### src/hdl/selective_repeat_send_window_top_assert.svh
// ---------------------------------------------------------------------------
// Assertion macros for the selective-repeat send window
// Concurrent checks that compile away when NO_ASSERTIONS is set.
// ---------------------------------------------------------------------------
`ifndef SELECTIVE_REPEAT_SEND_WINDOW_TOP_ASSERT_SVH
`define SELECTIVE_REPEAT_SEND_WINDOW_TOP_ASSERT_SVH
`ifndef NO_ASSERTIONS
`define SRSW_ASSERT_NOW(lbl, clk, rst, ante, cons) \
   lbl: assert property (@(posedge clk) disable iff (rst) (ante) |-> (cons)) \
      else $error("srsw check failed");
`define SRSW_ASSERT_NEXT(lbl, clk, rst, ante, cons) \
   lbl: assert property (@(posedge clk) disable iff (rst) (ante) |=> (cons)) \
      else $error("srsw check failed");
`else
`define SRSW_ASSERT_NOW(lbl, clk, rst, ante, cons)
`define SRSW_ASSERT_NEXT(lbl, clk, rst, ante, cons)
`endif
`endif

### src/hdl/srsw_pkg.sv
// ---------------------------------------------------------------------------
// srsw_pkg
// Types and constants shared by the send window modules.
// ---------------------------------------------------------------------------
`timescale 1ns / 1ps
`default_nettype none
package srsw_pkg;

   localparam int DEF_WINDOW_DEPTH  = 32;
   localparam int SLOT_CAP_MAX      = 32;
   localparam logic [5:0]  WINDOW_LIMIT_RST  = 6'd8;
   localparam logic [15:0] TIMEOUT_RST       = 16'd100;

   typedef enum logic [1:0] {
      OP_SEND = 2'd0,
      OP_ACK  = 2'd1,
      OP_TICK = 2'd2,
      OP_NONE = 2'd3
   } op_type;

   typedef enum logic [2:0] {
      ST_SENT    = 3'd0,
      ST_REFUSED = 3'd1,
      ST_DUP_ACK = 3'd2,
      ST_ACKED   = 3'd3,
      ST_ACK_OOR = 3'd4,
      ST_RETX    = 3'd5,
      ST_IDLE    = 3'd6
   } status_type;

   typedef enum logic [1:0] {
      PH_OPEN    = 2'd0,
      PH_FULL    = 2'd1,
      PH_CLOSING = 2'd2,
      PH_DONE    = 2'd3
   } phase_type;

   typedef enum logic [0:0] {
      REG_WINDOW_LIMIT  = 1'b0,
      REG_TIMEOUT_TICKS = 1'b1
   } reg_type;

   typedef enum logic [2:0] {
      BK_IDLE,
      BK_NORM,
      BK_FREE,
      BK_EMIT,
      BK_T_RD,
      BK_T_CK,
      BK_T_END
   } back_state_type;

   typedef struct packed {
      op_type      operation;
      logic [31:0] ack_number;
      logic        is_eof;
   } req_type;

   typedef struct packed {
      status_type  status;
      logic [31:0] seq_number;
      logic [4:0]  slot_index;
      logic [31:0] acked_upto;
      logic [5:0]  in_flight;
      phase_type   sender_phase;
      logic        last_of_run;
   } rsp_type;

   // classified request handed from front to back
   typedef struct packed {
      op_type      op;
      logic [31:0] ack_seq;
      logic        eof;
   } cmd_type;

   typedef struct packed {
      logic [5:0]  window_limit;
      logic [15:0] timeout_ticks;
   } cfg_type;

endpackage
`default_nettype wire

### src/hdl/srsw_ram.sv
// ---------------------------------------------------------------------------
// srsw_ram
// Generic single-write, single-read RAM with registered read data.
// ---------------------------------------------------------------------------
`timescale 1ns / 1ps
`default_nettype none
module srsw_ram #(
   parameter int WIDTH = 32,
   parameter int DEPTH = 32,
   localparam int AW = (DEPTH > 1) ? $clog2(DEPTH) : 1
) (
   input  wire logic             clock,
   input  wire logic             wr_en,
   input  wire logic [AW-1:0]    wr_addr,
   input  wire logic [WIDTH-1:0] wr_data,
   input  wire logic             rd_en,
   input  wire logic [AW-1:0]    rd_addr,
   output logic      [WIDTH-1:0] rd_data
);

   logic [WIDTH-1:0] mem_ff [DEPTH];

   always_ff @(posedge clock) begin
      if (wr_en) begin
         mem_ff[wr_addr] <= wr_data;
      end
      if (rd_en) begin
         rd_data <= mem_ff[rd_addr];
      end
   end

endmodule
`default_nettype wire

### src/hdl/srsw_front.sv
// ---------------------------------------------------------------------------
// srsw_front
// Accepts requests, classifies them and queues them for the back end.
// ---------------------------------------------------------------------------
`timescale 1ns / 1ps
`default_nettype none
module srsw_front import srsw_pkg::*; (
   input  wire logic    clock,
   input  wire logic    reset,
   input  wire logic    req_valid,
   output logic         req_stall,
   input  wire req_type req_data,
   output logic         q_valid,
   output cmd_type      q_item,
   input  wire logic    q_pop
);

   cmd_type    ent_ff [2];
   logic       wr_ptr_ff, wr_ptr_in;
   logic       rd_ptr_ff, rd_ptr_in;
   logic [1:0] count_ff, count_in;
   logic       push;
   logic       keep;
   cmd_type    cmd;

   always_comb begin
      keep = 1'b1;
      unique case (req_data.operation)
         OP_SEND, OP_ACK, OP_TICK: keep = 1'b1;
         OP_NONE:                  keep = 1'b0;
         default:                  keep = 1'b0;
      endcase
      cmd.op      = req_data.operation;
      cmd.ack_seq = req_data.ack_number - 32'd1;
      cmd.eof     = req_data.is_eof;
   end

   assign req_stall = (count_ff == 2'd2);
   // drop reserved operations at the door
   assign push      = req_valid && !req_stall && keep;
   assign q_valid   = (count_ff != 2'd0);
   assign q_item    = ent_ff[rd_ptr_ff];

   always_comb begin
      wr_ptr_in = push  ? !wr_ptr_ff : wr_ptr_ff;
      rd_ptr_in = q_pop ? !rd_ptr_ff : rd_ptr_ff;
      count_in  = count_ff + {1'b0, push} - {1'b0, q_pop};
   end

   always_ff @(posedge clock) begin
      if (reset) begin
         wr_ptr_ff <= 1'b0;
         rd_ptr_ff <= 1'b0;
         count_ff  <= 2'd0;
      end else begin
         wr_ptr_ff <= wr_ptr_in;
         rd_ptr_ff <= rd_ptr_in;
         count_ff  <= count_in;
      end
   end

   always_ff @(posedge clock) begin
      if (push) begin
         ent_ff[wr_ptr_ff] <= cmd;
      end
   end

endmodule
`default_nettype wire

### src/hdl/srsw_back.sv
// ---------------------------------------------------------------------------
// srsw_back
// Window state, ack release, timer scan and result register.
// ---------------------------------------------------------------------------
`timescale 1ns / 1ps
`default_nettype none
`include "selective_repeat_send_window_top_assert.svh"
module srsw_back import srsw_pkg::*; #(
   parameter int WINDOW_DEPTH = DEF_WINDOW_DEPTH
) (
   input  wire logic    clock,
   input  wire logic    reset,
   input  wire cfg_type cfg,
   input  wire logic    q_valid,
   input  wire cmd_type q_item,
   output logic         q_pop,
   output logic         rsp_valid,
   input  wire logic    rsp_stall,
   output rsp_type      rsp_data
);

   localparam int CAP   = (WINDOW_DEPTH < SLOT_CAP_MAX) ? WINDOW_DEPTH : SLOT_CAP_MAX;
   localparam int IDX_W = (CAP > 1) ? $clog2(CAP) : 1;
   localparam logic [5:0] CAP_W = 6'(CAP);

   back_state_type state_ff, state_in;
   logic [IDX_W-1:0] oldest_ff, oldest_in;
   logic [5:0]       flight_ff, flight_in;
   logic [31:0]      last_acked_ff, last_acked_in;
   phase_type        phase_ff, phase_in;
   logic [31:0]      tick_ff, tick_in;
   logic [CAP-1:0]   acked_ff, acked_in;
   cmd_type          item_ff, item_in;
   logic [5:0]       cnt_ff, cnt_in;
   logic             have_ff, have_in;
   status_type       res_status_ff, res_status_in;
   logic [31:0]      res_seq_ff, res_seq_in;
   logic [IDX_W-1:0] res_slot_ff, res_slot_in;
   logic             out_valid_ff, out_valid_in;
   rsp_type          out_ff, out_in;

   logic [5:0]       win;
   logic             can_push, push;
   status_type       push_status;
   logic [31:0]      push_seq;
   logic [IDX_W-1:0] push_slot;
   logic             push_last;
   logic             ram_wr, ram_rd;
   logic [IDX_W-1:0] ram_wr_addr, ram_rd_addr;
   logic [31:0]      ram_rd_data;
   logic [31:0]      ack_gap;
   logic [IDX_W-1:0] scan_idx, send_idx, hit_idx;
   logic [5:0]       flight_up;
   logic             expired;

   // ring position of an offset from the oldest slot
   function automatic logic [IDX_W-1:0] ring_at(input logic [IDX_W-1:0] base,
                                                input logic [5:0] off,
                                                input logic [5:0] w);
      logic [6:0] sum;
      sum = 7'(base) + {1'b0, off};
      if (sum >= {1'b0, w}) begin
         sum = sum - {1'b0, w};
      end
      return IDX_W'(sum);
   endfunction

   always_comb begin
      if (cfg.window_limit == 6'd0) begin
         win = 6'd1;
      end else if (cfg.window_limit > CAP_W) begin
         win = CAP_W;
      end else begin
         win = cfg.window_limit;
      end
   end

   srsw_ram #(.WIDTH(32), .DEPTH(CAP)) u_sent_at (
      .clock   (clock),
      .wr_en   (ram_wr),
      .wr_addr (ram_wr_addr),
      .wr_data (tick_ff),
      .rd_en   (ram_rd),
      .rd_addr (ram_rd_addr),
      .rd_data (ram_rd_data)
   );

   assign ack_gap   = item_ff.ack_seq - last_acked_ff;
   assign scan_idx  = ring_at(oldest_ff, cnt_ff, win);
   assign send_idx  = ring_at(oldest_ff, flight_ff, win);
   assign hit_idx   = ring_at(oldest_ff, 6'(ack_gap - 32'd1), win);
   assign flight_up = flight_ff + 6'd1;
   assign expired   = !acked_ff[scan_idx] &&
                      ((tick_ff - ram_rd_data) > {16'd0, cfg.timeout_ticks});
   assign can_push  = !out_valid_ff || !rsp_stall;

   always_comb begin
      state_in      = state_ff;
      oldest_in     = oldest_ff;
      flight_in     = flight_ff;
      last_acked_in = last_acked_ff;
      phase_in      = phase_ff;
      tick_in       = tick_ff;
      acked_in      = acked_ff;
      item_in       = item_ff;
      cnt_in        = cnt_ff;
      have_in       = have_ff;
      res_status_in = res_status_ff;
      res_seq_in    = res_seq_ff;
      res_slot_in   = res_slot_ff;
      q_pop         = 1'b0;
      push          = 1'b0;
      push_status   = res_status_ff;
      push_seq      = res_seq_ff;
      push_slot     = res_slot_ff;
      push_last     = 1'b1;
      ram_wr        = 1'b0;
      ram_wr_addr   = scan_idx;
      ram_rd        = 1'b0;
      ram_rd_addr   = scan_idx;
      unique case (state_ff)
         BK_IDLE: begin
            if (q_valid) begin
               q_pop    = 1'b1;
               item_in  = q_item;
               state_in = BK_NORM;
            end
         end
         BK_NORM: begin
            if (flight_ff == 6'd0 && 6'(oldest_ff) >= win) begin
               // fold the pointer back into a shrunk window
               oldest_in = IDX_W'(6'(oldest_ff) - win);
            end else begin
               case (item_ff.op)
                  OP_SEND: begin
                     state_in = BK_EMIT;
                     if (phase_ff != PH_OPEN || flight_ff >= win) begin
                        res_status_in = ST_REFUSED;
                        res_seq_in    = 32'd0;
                        res_slot_in   = '0;
                     end else begin
                        ram_wr             = 1'b1;
                        ram_wr_addr        = send_idx;
                        acked_in[send_idx] = 1'b0;
                        flight_in          = flight_up;
                        if (item_ff.eof) begin
                           phase_in = PH_CLOSING;
                        end else if (flight_up >= win) begin
                           phase_in = PH_FULL;
                        end
                        res_status_in = ST_SENT;
                        res_seq_in    = last_acked_ff + 32'(flight_ff) + 32'd1;
                        res_slot_in   = send_idx;
                     end
                  end
                  OP_ACK: begin
                     res_seq_in  = item_ff.ack_seq;
                     res_slot_in = '0;
                     if (flight_ff == 6'd0 || ack_gap == 32'd0 || ack_gap[31]) begin
                        res_status_in = ST_DUP_ACK;
                        state_in      = BK_EMIT;
                     end else if (ack_gap > 32'(flight_ff)) begin
                        res_status_in = ST_ACK_OOR;
                        state_in      = BK_EMIT;
                     end else begin
                        acked_in[hit_idx] = 1'b1;
                        res_status_in     = ST_ACKED;
                        res_slot_in       = hit_idx;
                        state_in          = BK_FREE;
                     end
                  end
                  default: begin
                     tick_in  = tick_ff + 32'd1;
                     cnt_in   = 6'd0;
                     have_in  = 1'b0;
                     state_in = BK_T_RD;
                  end
               endcase
            end
         end
         BK_FREE: begin
            if (flight_ff != 6'd0 && acked_ff[oldest_ff]) begin
               // release one slot from the oldest end
               acked_in[oldest_ff] = 1'b0;
               oldest_in     = (6'(oldest_ff) + 6'd1 >= win) ? '0 : oldest_ff + IDX_W'(1);
               flight_in     = flight_ff - 6'd1;
               last_acked_in = last_acked_ff + 32'd1;
            end else begin
               if (phase_ff == PH_CLOSING && flight_ff == 6'd0) begin
                  phase_in = PH_DONE;
               end else if (phase_ff != PH_CLOSING && phase_ff != PH_DONE &&
                            flight_ff < win) begin
                  phase_in = PH_OPEN;
               end
               state_in = BK_EMIT;
            end
         end
         BK_EMIT: begin
            if (can_push) begin
               push     = 1'b1;
               state_in = BK_IDLE;
            end
         end
         BK_T_RD: begin
            if (cnt_ff == flight_ff) begin
               state_in = BK_T_END;
            end else begin
               ram_rd   = 1'b1;
               state_in = BK_T_CK;
            end
         end
         BK_T_CK: begin
            if (!expired) begin
               cnt_in   = cnt_ff + 6'd1;
               state_in = BK_T_RD;
            end else if (!have_ff || can_push) begin
               // restart this slot's timer, hold it until the next one shows
               ram_wr        = 1'b1;
               push          = have_ff;
               push_last     = 1'b0;
               have_in       = 1'b1;
               res_status_in = ST_RETX;
               res_seq_in    = last_acked_ff + 32'(cnt_ff) + 32'd1;
               res_slot_in   = scan_idx;
               cnt_in        = cnt_ff + 6'd1;
               state_in      = BK_T_RD;
            end
         end
         BK_T_END: begin
            if (can_push) begin
               push = 1'b1;
               if (!have_ff) begin
                  push_status = ST_IDLE;
                  push_seq    = 32'd0;
                  push_slot   = '0;
               end
               state_in = BK_IDLE;
            end
         end
         default: state_in = BK_IDLE;
      endcase
   end

   always_comb begin
      out_valid_in = push ? 1'b1 : (out_valid_ff && rsp_stall);
      out_in       = out_ff;
      if (push) begin
         out_in.status       = push_status;
         out_in.seq_number   = push_seq;
         out_in.slot_index   = 5'(push_slot);
         out_in.acked_upto   = last_acked_ff;
         out_in.in_flight    = flight_ff;
         out_in.sender_phase = phase_ff;
         out_in.last_of_run  = push_last;
      end
   end

   assign rsp_valid = out_valid_ff;
   assign rsp_data  = out_ff;

   always_ff @(posedge clock) begin
      if (reset) begin
         state_ff      <= BK_IDLE;
         oldest_ff     <= '0;
         flight_ff     <= 6'd0;
         last_acked_ff <= 32'd0;
         phase_ff      <= PH_OPEN;
         tick_ff       <= 32'd0;
         acked_ff      <= '0;
         have_ff       <= 1'b0;
         out_valid_ff  <= 1'b0;
      end else begin
         state_ff      <= state_in;
         oldest_ff     <= oldest_in;
         flight_ff     <= flight_in;
         last_acked_ff <= last_acked_in;
         phase_ff      <= phase_in;
         tick_ff       <= tick_in;
         acked_ff      <= acked_in;
         have_ff       <= have_in;
         out_valid_ff  <= out_valid_in;
      end
   end

   always_ff @(posedge clock) begin
      item_ff       <= item_in;
      cnt_ff        <= cnt_in;
      res_status_ff <= res_status_in;
      res_seq_ff    <= res_seq_in;
      res_slot_ff   <= res_slot_in;
      out_ff        <= out_in;
   end

   `SRSW_ASSERT_NOW(a_flight_cap, clock, reset, 1'b1, flight_ff <= CAP_W)
   `SRSW_ASSERT_NEXT(a_tick_only_on_tick, clock, reset, state_ff != BK_NORM, tick_ff == $past(tick_ff))
   `SRSW_ASSERT_NOW(a_push_state, clock, reset, push, state_ff == BK_EMIT || state_ff == BK_T_CK || state_ff == BK_T_END)
   `SRSW_ASSERT_NEXT(a_free_no_grow, clock, reset, state_ff == BK_FREE, flight_ff <= $past(flight_ff))

endmodule
`default_nettype wire

### src/hdl/selective_repeat_send_window_top.sv
// ---------------------------------------------------------------------------
// selective_repeat_send_window_top
// Sender window of a selective-repeat link: send, ack and tick requests.
// ---------------------------------------------------------------------------
// Usage:
//   req_* carries one request (send, ack or tick) with valid/stall handshake;
//   rsp_* returns the results, last_of_run set on the final one per request.
//   csr_* is an APB-style port: window_limit at 0x0, timeout_ticks at 0x4.
// Timing:
//   Requests enter a two-deep queue, so req_stall rises only when it is full.
//   A send or a rejected ack passes BK_NORM and then BK_EMIT after leaving
//   the queue; a taken ack passes BK_NORM, then BK_FREE, which releases one
//   slot per step, then BK_EMIT; a tick scans the in-flight slots through the
//   timestamp RAM read port with a read step and a check step per slot, and
//   emits up to one retransmit per checked slot.
//   Reserved operation code 3 is accepted and gives no result.
// Reset:
//   Synchronous; empties the window, phase open, tick counter zero,
//   window_limit 8, timeout_ticks 100. No clearing pass is needed.
// Stall:
//   A stalled result holds in the output register; the back end waits,
//   the queue keeps taking requests until full.
// ---------------------------------------------------------------------------
`timescale 1ns / 1ps
`default_nettype none
module selective_repeat_send_window_top import srsw_pkg::*; #(
   parameter int WINDOW_DEPTH = DEF_WINDOW_DEPTH
) (
   input  wire logic        clock,
   input  wire logic        reset,
   input  wire logic        req_valid,
   output logic             req_stall,
   input  wire req_type     req_data,
   output logic             rsp_valid,
   input  wire logic        rsp_stall,
   output rsp_type          rsp_data,
   input  wire logic        csr_psel,
   input  wire logic        csr_penable,
   input  wire logic        csr_pwrite,
   input  wire logic [2:0]  csr_paddr,
   input  wire logic [31:0] csr_pwdata,
   output logic [31:0]      csr_prdata,
   output logic             csr_pready
);

   cfg_type     cfg_ff, cfg_in;
   logic        csr_wr;
   reg_type     csr_reg;
   logic        q_valid, q_pop;
   cmd_type     q_item;

   assign csr_pready = 1'b1;
   assign csr_wr     = csr_psel && csr_penable && csr_pwrite && csr_pready;
   assign csr_reg    = reg_type'(csr_paddr[2]);

   always_comb begin
      cfg_in = cfg_ff;
      if (csr_wr) begin
         unique case (csr_reg)
            REG_WINDOW_LIMIT:  cfg_in.window_limit  = csr_pwdata[5:0];
            REG_TIMEOUT_TICKS: cfg_in.timeout_ticks = csr_pwdata[15:0];
            default:           cfg_in = cfg_ff;
         endcase
      end
      unique case (csr_reg)
         REG_WINDOW_LIMIT:  csr_prdata = {26'd0, cfg_ff.window_limit};
         REG_TIMEOUT_TICKS: csr_prdata = {16'd0, cfg_ff.timeout_ticks};
         default:           csr_prdata = 32'd0;
      endcase
   end

   always_ff @(posedge clock) begin
      if (reset) begin
         cfg_ff.window_limit  <= WINDOW_LIMIT_RST;
         cfg_ff.timeout_ticks <= TIMEOUT_RST;
      end else begin
         cfg_ff <= cfg_in;
      end
   end

   srsw_front u_front (
      .clock     (clock),
      .reset     (reset),
      .req_valid (req_valid),
      .req_stall (req_stall),
      .req_data  (req_data),
      .q_valid   (q_valid),
      .q_item    (q_item),
      .q_pop     (q_pop)
   );

   srsw_back #(.WINDOW_DEPTH(WINDOW_DEPTH)) u_back (
      .clock     (clock),
      .reset     (reset),
      .cfg       (cfg_ff),
      .q_valid   (q_valid),
      .q_item    (q_item),
      .q_pop     (q_pop),
      .rsp_valid (rsp_valid),
      .rsp_stall (rsp_stall),
      .rsp_data  (rsp_data)
   );

endmodule
`default_nettype wire
### config.mk
export PLATFORM = sky130hd
export DESIGN_NAME = selective_repeat_send_window_top
export DESIGN_NICKNAME = d
export VERILOG_FILES = /design/src/hdl/srsw_pkg.sv /design/src/hdl/srsw_ram.sv /design/src/hdl/srsw_front.sv /design/src/hdl/srsw_back.sv /design/src/hdl/selective_repeat_send_window_top.sv
export VERILOG_INCLUDE_DIRS = /design/src /design/src/hdl
export SDC_FILE = /design/constraint.sdc
export NUM_CORES = 2
export LEC_CHECK = 0
export CAP_MARGIN = 20
export CORE_ASPECT_RATIO = 0.7
export CORE_UTILIZATION = 46
export CTS_CLUSTER_DIAMETER = 150
export DETAILED_ROUTE_END_ITERATION = 8
export DONT_BUFFER_PORTS = 1
export GPL_ROUTABILITY_DRIVEN = 1
export PLACE_DENSITY = 0.64
export SETUP_SLACK_MARGIN = 0.02
export SLEW_MARGIN = 10
export SYNTH_ARGS = -nofsm -noshare
export SYNTH_HDL_FRONTEND = slang
export SYNTH_SLANG_ARGS = --single-unit
export TNS_END_PERCENT = 100
### constraint.sdc
create_clock -name clock -period 9.8 [get_ports clock]
set_input_delay 0 -clock clock [delete_from_list [all_inputs] [get_ports clock]]
set_output_delay 0 -clock clock [all_outputs]
set_load 0.1 [all_outputs]
# ---- Word-level counts from Yosys, hierarchy flattened
# Memories as Yosys holds them, arrays and structs flattened. A register that Yosys moved wholly into a read port is not among the register bits.
# Index checks and enable logic that the tools add are counted.
dict set report op_classes {
  eq_ne 33
  n_bitwise 8
  n_addsub 24
  n_lt_le_gt_ge 18
  mux 118
  reduce_logical 54
}
# cell count
set op_table {}
lappend op_table {{two-way mux 32 bit} 12}
lappend op_table {{one-hot mux 32 bit (2 select lines)} 5}
lappend op_table {{adder 32 x 1 -> 32 bit, second input constant} 4}
lappend op_table {{two-way mux 5 bit} 19}
lappend op_table {{adder 32 x 6 -> 32 bit} 2}
lappend op_table {{AND 32 bit} 2}
lappend op_table {{inverter 32 bit} 2}
lappend op_table {{subtractor 32 bit} 2}
lappend op_table {{two-way mux 6 bit} 10}
lappend op_table {{two-way mux 3 bit} 15}
lappend op_table {{> comparator 32 x 16 -> 1 bit} 1}
lappend op_table {{> comparator 32 x 6 -> 1 bit} 1}
lappend op_table {{logical NOT 32 bit} 1}
lappend op_table {{bitwise OR 32 bit} 1}
lappend op_table {{subtractor 32 x 1 -> 32 bit, second input constant} 1}
lappend op_table {{one-hot mux 5 bit (2 select lines)} 3}
lappend op_table {{two-way mux 1 bit} 29}
lappend op_table {{< comparator 5 x 6 -> 1 bit, second input constant} 4}
lappend op_table {{one-hot mux 6 bit (2 select lines)} 2}
lappend op_table {{adder 5 x 6 -> 7 bit} 3}
lappend op_table {{greater-or-equal comparator 7 x 6 -> 1 bit} 3}
lappend op_table {{AND reduction 5 bit} 4}
lappend op_table {{subtractor 5 bit} 4}
lappend op_table {{greater-or-equal comparator 6 bit} 3}
lappend op_table {{other kinds (43)} 122}
dict set report word_totals {
  register_bits 267
  ram_bits 1094
  n_memories 2
}
# name words width read_ports rd_ports_with_merged_regs wr line_no
set memory_table {}
lappend memory_table {u_back.u_sent_at.mem_ff 32 32 1 1 1 srsw_ram.sv:21} ;# logic [WIDTH-1:0] mem_ff [DEPTH];
lappend memory_table {u_front.ent_ff 2 35 1 1 1 srsw_front.sv:18} ;# cmd_type ent_ff [2];

# ---- Depth between registers and ports, before layout
dict set report depth {
  depth_word 15
  ltp_mapped 24
  mapped_depth_nobuf 23
}

# ---- Hierarchy
# From an unflattened synthesis, not the netlist that was laid out.
dict set report unflattened {
  cells_unflattened 4953
  area_unflattened_um2 66107.2
}
# mod area_each_um2 cells_each n_inst seq_area_each_um2
set modules_own_cells {}
lappend modules_own_cells {srsw_ram 40812.9 2260 1 31710.4}
lappend modules_own_cells {srsw_back 20593.5 2340 1 7146.9}
lappend modules_own_cells {srsw_front 3432.0 221 1 2202.1}
lappend modules_own_cells {selective_repeat_send_window_top 1268.7 132 1 440.4}

# ---- Worst setup path before layout
# Ideal clock, no wire load.
dict set report synth_timing {
  path_kind {reg2reg}
  startpoint {register u_back.cnt_ff[0]}
  endpoint {memory u_back.u_sent_at.mem_ff[0][0], enable pin}
  period_less_slack_ns 9.750
  stages_incl_launch_ff 20
  n_path_buf 2
  t_arrival_ns 9.155
  path_slack_ns 0.050
  required_ns 9.205
  cell_sequence {edfxtp_1 ha_1 fa_1 a21oi_1 o21bai_1 xor2_1 ha_1 nand3_1 nand2_1 o21bai_1 or2_0 buf_2 o21ai_2 buf_4 mux2i_1 mux2i_1 o22a_1 a31oi_4 nand3_4 a2111oi_0}
}
dict set report synth_between {
  elab_chain_cells 11
  elab_cells_between_ends 16
}
# item line_no
set synth_lines {}
lappend synth_lines {{from (decl)} srsw_back.sv:34} ;# logic [5:0] cnt_ff, cnt_in;
lappend synth_lines {{from (signal assigned)} srsw_back.sv:287} ;# cnt_ff <= cnt_in;
lappend synth_lines {{adder 5 x 6 -> 7 bit *} srsw_back.sv:61} ;# sum = 7'(base) + {1'b0, off};
lappend synth_lines {{greater-or-equal comparator 7 x 6 -> 1 bit / subtractor 5 bit (equally long branches)} {srsw_back.sv:62, srsw_back.sv:63}}
lappend synth_lines {{two-way mux 5 bit *} srsw_back.sv:62} ;# if (sum >= {1'b0, w}) begin
lappend synth_lines {{binary-select mux 1 bit (select 5 bit)} srsw_back.sv:93} ;# assign expired = !acked_ff[scan_idx] &&
lappend synth_lines {{two-way mux 1 bit (not written as such)} srsw_back.sv:93}
lappend synth_lines {{logical NOT 1 bit} srsw_back.sv:93}
lappend synth_lines {{logical AND 1 bit} srsw_back.sv:93}
lappend synth_lines {{two-way mux 1 bit} srsw_back.sv:213} ;# if (!expired) begin
lappend synth_lines {{one-hot mux 1 bit (2 select lines)} srsw_back.sv:121} ;# unique case (state_ff)
lappend synth_lines {{two-way mux 1 bit} srsw_ram.sv:24} ;# if (wr_en) begin
lappend synth_lines {{two-way mux 1 bit (not written as such)} srsw_ram.sv:25} ;# mem_ff[wr_addr] <= wr_data;
lappend synth_lines {{to (decl)} srsw_ram.sv:21}
# Mark *: on every way between the ends. The rest lies on a longest branch, timed or not. The select of a mux whose other input is x is not followed.

# ---- Final worst setup path
dict set report layout_timing {
  startpoint {register u_back.oldest_ff[2]}
  endpoint {memory u_back.u_sent_at.mem_ff[12][31], enable pin}
}
dict set report layout_between {
  elab_chain_cells 11
  elab_cells_between_ends 23
}
# item line_no
set layout_lines {}
lappend layout_lines {{from (decl)} srsw_back.sv:27} ;# logic [IDX_W-1:0] oldest_ff, oldest_in;
lappend layout_lines {{from (signal assigned)} srsw_back.sv:274} ;# oldest_ff <= oldest_in;
lappend layout_lines {{adder 5 x 6 -> 7 bit} srsw_back.sv:61}
lappend layout_lines {{greater-or-equal comparator 7 x 6 -> 1 bit / subtractor 5 bit (equally long branches)} {srsw_back.sv:62, srsw_back.sv:63}}
lappend layout_lines {{two-way mux 5 bit} srsw_back.sv:62}
lappend layout_lines {{binary-select mux 1 bit (select 5 bit)} srsw_back.sv:93}
lappend layout_lines {{two-way mux 1 bit (not written as such)} srsw_back.sv:93}
lappend layout_lines {{logical NOT 1 bit} srsw_back.sv:93}
lappend layout_lines {{logical AND 1 bit} srsw_back.sv:93}
lappend layout_lines {{two-way mux 1 bit} srsw_back.sv:213}
lappend layout_lines {{one-hot mux 1 bit (2 select lines)} srsw_back.sv:121}
lappend layout_lines {{two-way mux 1 bit} srsw_ram.sv:24}
lappend layout_lines {{two-way mux 1 bit (not written as such)} srsw_ram.sv:25}
# Parallel ways exist; a longest one is shown, timed or not. The select of a mux whose other input is x is not followed.

==> impl_metrics.env <==
export IMPL_grt_max_degree=188
export IMPL_die_h_um=321
export IMPL_ys_top_cells_by_area="edfxtp_1, nand2_1, dfxtp_1"
export IMPL_drt_total_wl_um=201000
export IMPL_numCtsBuffers=139
export IMPL_r2r_cells=17
export IMPL_cts_hold_buffers=121
export IMPL_dieArea_um2=147000
export IMPL_finalNetCount=6178
export IMPL_dp_hpwl_um=120000
export IMPL_fin_util_pct=52.5
export IMPL_worstReg2RegEnd="u_back.u_sent_at.mem_ff[12][31]"
export IMPL_fill_cells=12138
export IMPL_post_route_min_period_ns=7.89
export IMPL_rrSetupSlack_ns=1.91
export IMPL_viasPerCell=6.09
export IMPL_whs_ns=0.0659
export IMPL_min_path_type="in2reg"
export IMPL_hp_start="req_data[25]"
export IMPL_clkSinkCount=1428
export IMPL_path_max_fanout=32
export IMPL_port_buffers=0
export IMPL_root_buffer="clkbuf_16"
export IMPL_startpoint_type="flop"
export IMPL_grt_usage_pct=26.8
export IMPL_cts_setup_buffers=0
export IMPL_ys_ff_latch=1428
export IMPL_ys_async_sr_fraction_pct=0
export IMPL_holdPathStages=2
export IMPL_antenna_found_initial=13
export IMPL_rsz0062_at_grt="no"
export IMPL_ys_seq_area_share_pct=61.8
export IMPL_initial_core_util_pct=46.6
export IMPL_num_rows=116
export IMPL_slew_headroom_pct=23.0
export IMPL_slew_viol_final=0
export IMPL_drtPass1Iterations=8
export IMPL_r2r_start="u_back.oldest_ff[2]"
export IMPL_grt_pass1_vias=44261
export IMPL_drc=0
export IMPL_maxCapViolCount=0
export IMPL_fmax_mhz=127
export IMPL_synth_edff_count=1288
export IMPL_synth_cells=5888
export IMPL_final_common_cell="edfxtp_1"
export IMPL_worst_pin_slew_ns=1.16
export IMPL_synth_area_leader_cell="edfxtp_1"
export IMPL_overflow=0
export IMPL_syn_cell_area_um2=67100
export IMPL_critPathKind="reg2reg"
export IMPL_mostFrequentLayoutCells="edfxtp_1, nand2_1, nand3_1, nor2_1, a21oi_1"
export IMPL_critPathRequiredTime_ns=10.21
export IMPL_area_delta_synth_final_pct=12.6
export IMPL_clk_pin_slew_ns=0.07
export IMPL_hold_path_end="u_front.ent_ff[0][25]"
export IMPL_final_hold_violation_count=0
export IMPL_syn_avg_cell_area_um2=11.4
export IMPL_insertion_delay_ns=0.81
export IMPL_detail_route_antenna_nets=0
export IMPL_wire_per_inst_um=25.1
export IMPL_ys_warn_count=0
export IMPL_end_kind="flop"
export IMPL_fin_skew_ns=0.0362
export IMPL_via_count=48635
export IMPL_run_status="completed"
export IMPL_ys_types=103
export IMPL_period_share_pct=80.5
export IMPL_io_pins=193
export IMPL_synth_top_cell_area_share_pct=57.7
export IMPL_cp_arrival_ns=8.31
export IMPL_grt_pass1_wl_um=295000
export IMPL_cts_tree="yes"
export IMPL_cts_resized=0
export IMPL_clock_path_buffers=3
export IMPL_gp_congestion=0.971
export IMPL_h_tree_depth=4
export IMPL_die_x_um=458
export IMPL_core_area_um2=144000
export IMPL_drive_gt1_share_pct=7.94
export IMPL_finalSetupTns_ns=0
export IMPL_ys_flop_type="edfxtp_1"
export IMPL_setup_viol=0
export IMPL_drt_initial_drc_count=6814
## layer usage
layer	part of all wire (%)	vias to the layer above	wire length (µm)	global-route usage, %
met4	2.0	2	4030	6.38
met2	40	2410	80200	35.5
met1	46	24132	93000	42.6
met3	12	263	23300	7.11
li1	-	21828	-	-
met5	0.0060	-	12	0
## stage by stage
stage                     worst slack, ns  cell area, µm²  instances
after CTS                            2.09           75200       7962
final                                1.91           75500       7982
after global placement               2.20           69500       7590
after global routing                 1.64           75500       7981
after detailed placement             2.12           69600       7591
after floorplan                    0.0505           67100       5903
## registers in the layout, summed over array words and instances, names as in the netlist, 2 cells and up
signal and flops:
cfg_ff 22, u_back.acked_ff 32, u_back.cnt_ff 6, u_back.flight_ff 6
u_back.item_ff 35, u_back.last_acked_ff 32, u_back.oldest_ff 5, u_back.phase_ff 2
u_back.res_seq_ff 32, u_back.res_slot_ff 5, u_back.res_status_ff 3, u_back.rsp_data 81
u_back.state_ff 3, u_back.tick_ff 32, u_back.u_sent_at.mem_ff 1024, u_back.u_sent_at.rd_data 32
u_front.count_ff 2, u_front.ent_ff 70
## cell type report
cell class	count	area, µm²	area share (%)
well taps	1947	2440	3.23
repair buffers	249	2500	3.31
clock inverters	78	781	1.03
multi-input cells	3917	23900	31.7
diodes	2	5.00	0.00663
clock buffers	172	3650	4.84
flip-flops and latches	1428	41500	55.0
inverters	189	709	0.940
## cell usage after synthesis, types with 15 or more instances
master / count
a21o_1: 47
a211oi_1: 23
o21bai_1: 18
and2_1: 57
nor4_1: 24
buf_1: 42
clkbuf_1: 275
a311oi_1: 200
buf_2: 22
mux2i_1: 42
mux2_2: 47
nand2b_1: 27
nand4_1: 47
nor2b_1: 28
nor2_1: 222
xor2_1: 61
dfxtp_1: 140
or3_1: 36
nand3_1: 428
o21ai_0: 146
edfxtp_1: 1288
inv_1: 187
ha_1: 166
buf_4: 26
a21oi_1: 247
and3_1: 150
o32ai_1: 24
nand2_1: 1256
a31oi_1: 21
a311o_1: 64
o31ai_1: 36
nor3_1: 74
xnor2_1: 132
a22o_1: 20
a22oi_1: 15
o21a_1: 21
## logic make-up after synthesis
group           count (synthesis)  synth area share (%)
compound gates               1020                  10.9
xor+xnor                      193                  2.52
fa+ha+maj                     177                  3.42
buf+inv                       558                  3.33
flops                        1428                  61.8
mux                           101                  1.81
other cells                     2                0.0112
simple gates                 2409                  16.2
## critical path, cell delays in order (launching register included)
cell	delay [ns]
dfxtp_1	0.88
ha_1	0.41
a21oi_1	0.19
o21bai_1	0.10
xor2_1	0.46
ha_1	0.39
nand3_1	0.11
nand2_1	0.07
o21bai_1	0.27
or2_0	0.55
o21ai_4	0.99
mux2i_1	0.47
o22ai_1	0.21
a31oi_4	0.39
nand3_4	0.58
buf_4	0.50
a21oi_4	0.18
buf_4	0.67
## worst max-delay path by stage
stage	from	endpoint	depth (start not counted)
global route	u_back.cnt_ff[0]	u_back.u_sent_at.mem_ff[12][29]	18
detailed placement	u_back.cnt_ff[0]	u_back.u_sent_at.mem_ff[12][13]	19
global placement	u_back.cnt_ff[0]	u_back.u_sent_at.mem_ff[6][21]	19
floorplan	u_back.cnt_ff[0]	u_back.u_sent_at.mem_ff[0][0]	19
finish	u_back.oldest_ff[2]	u_back.u_sent_at.mem_ff[12][31]	17
CTS	u_back.oldest_ff[2]	u_back.u_sent_at.mem_ff[12][4]	18
Power is left out: the tool's default activity adds up to more than one toggle a clock period on the data nets, which glitch-free logic cannot reach.
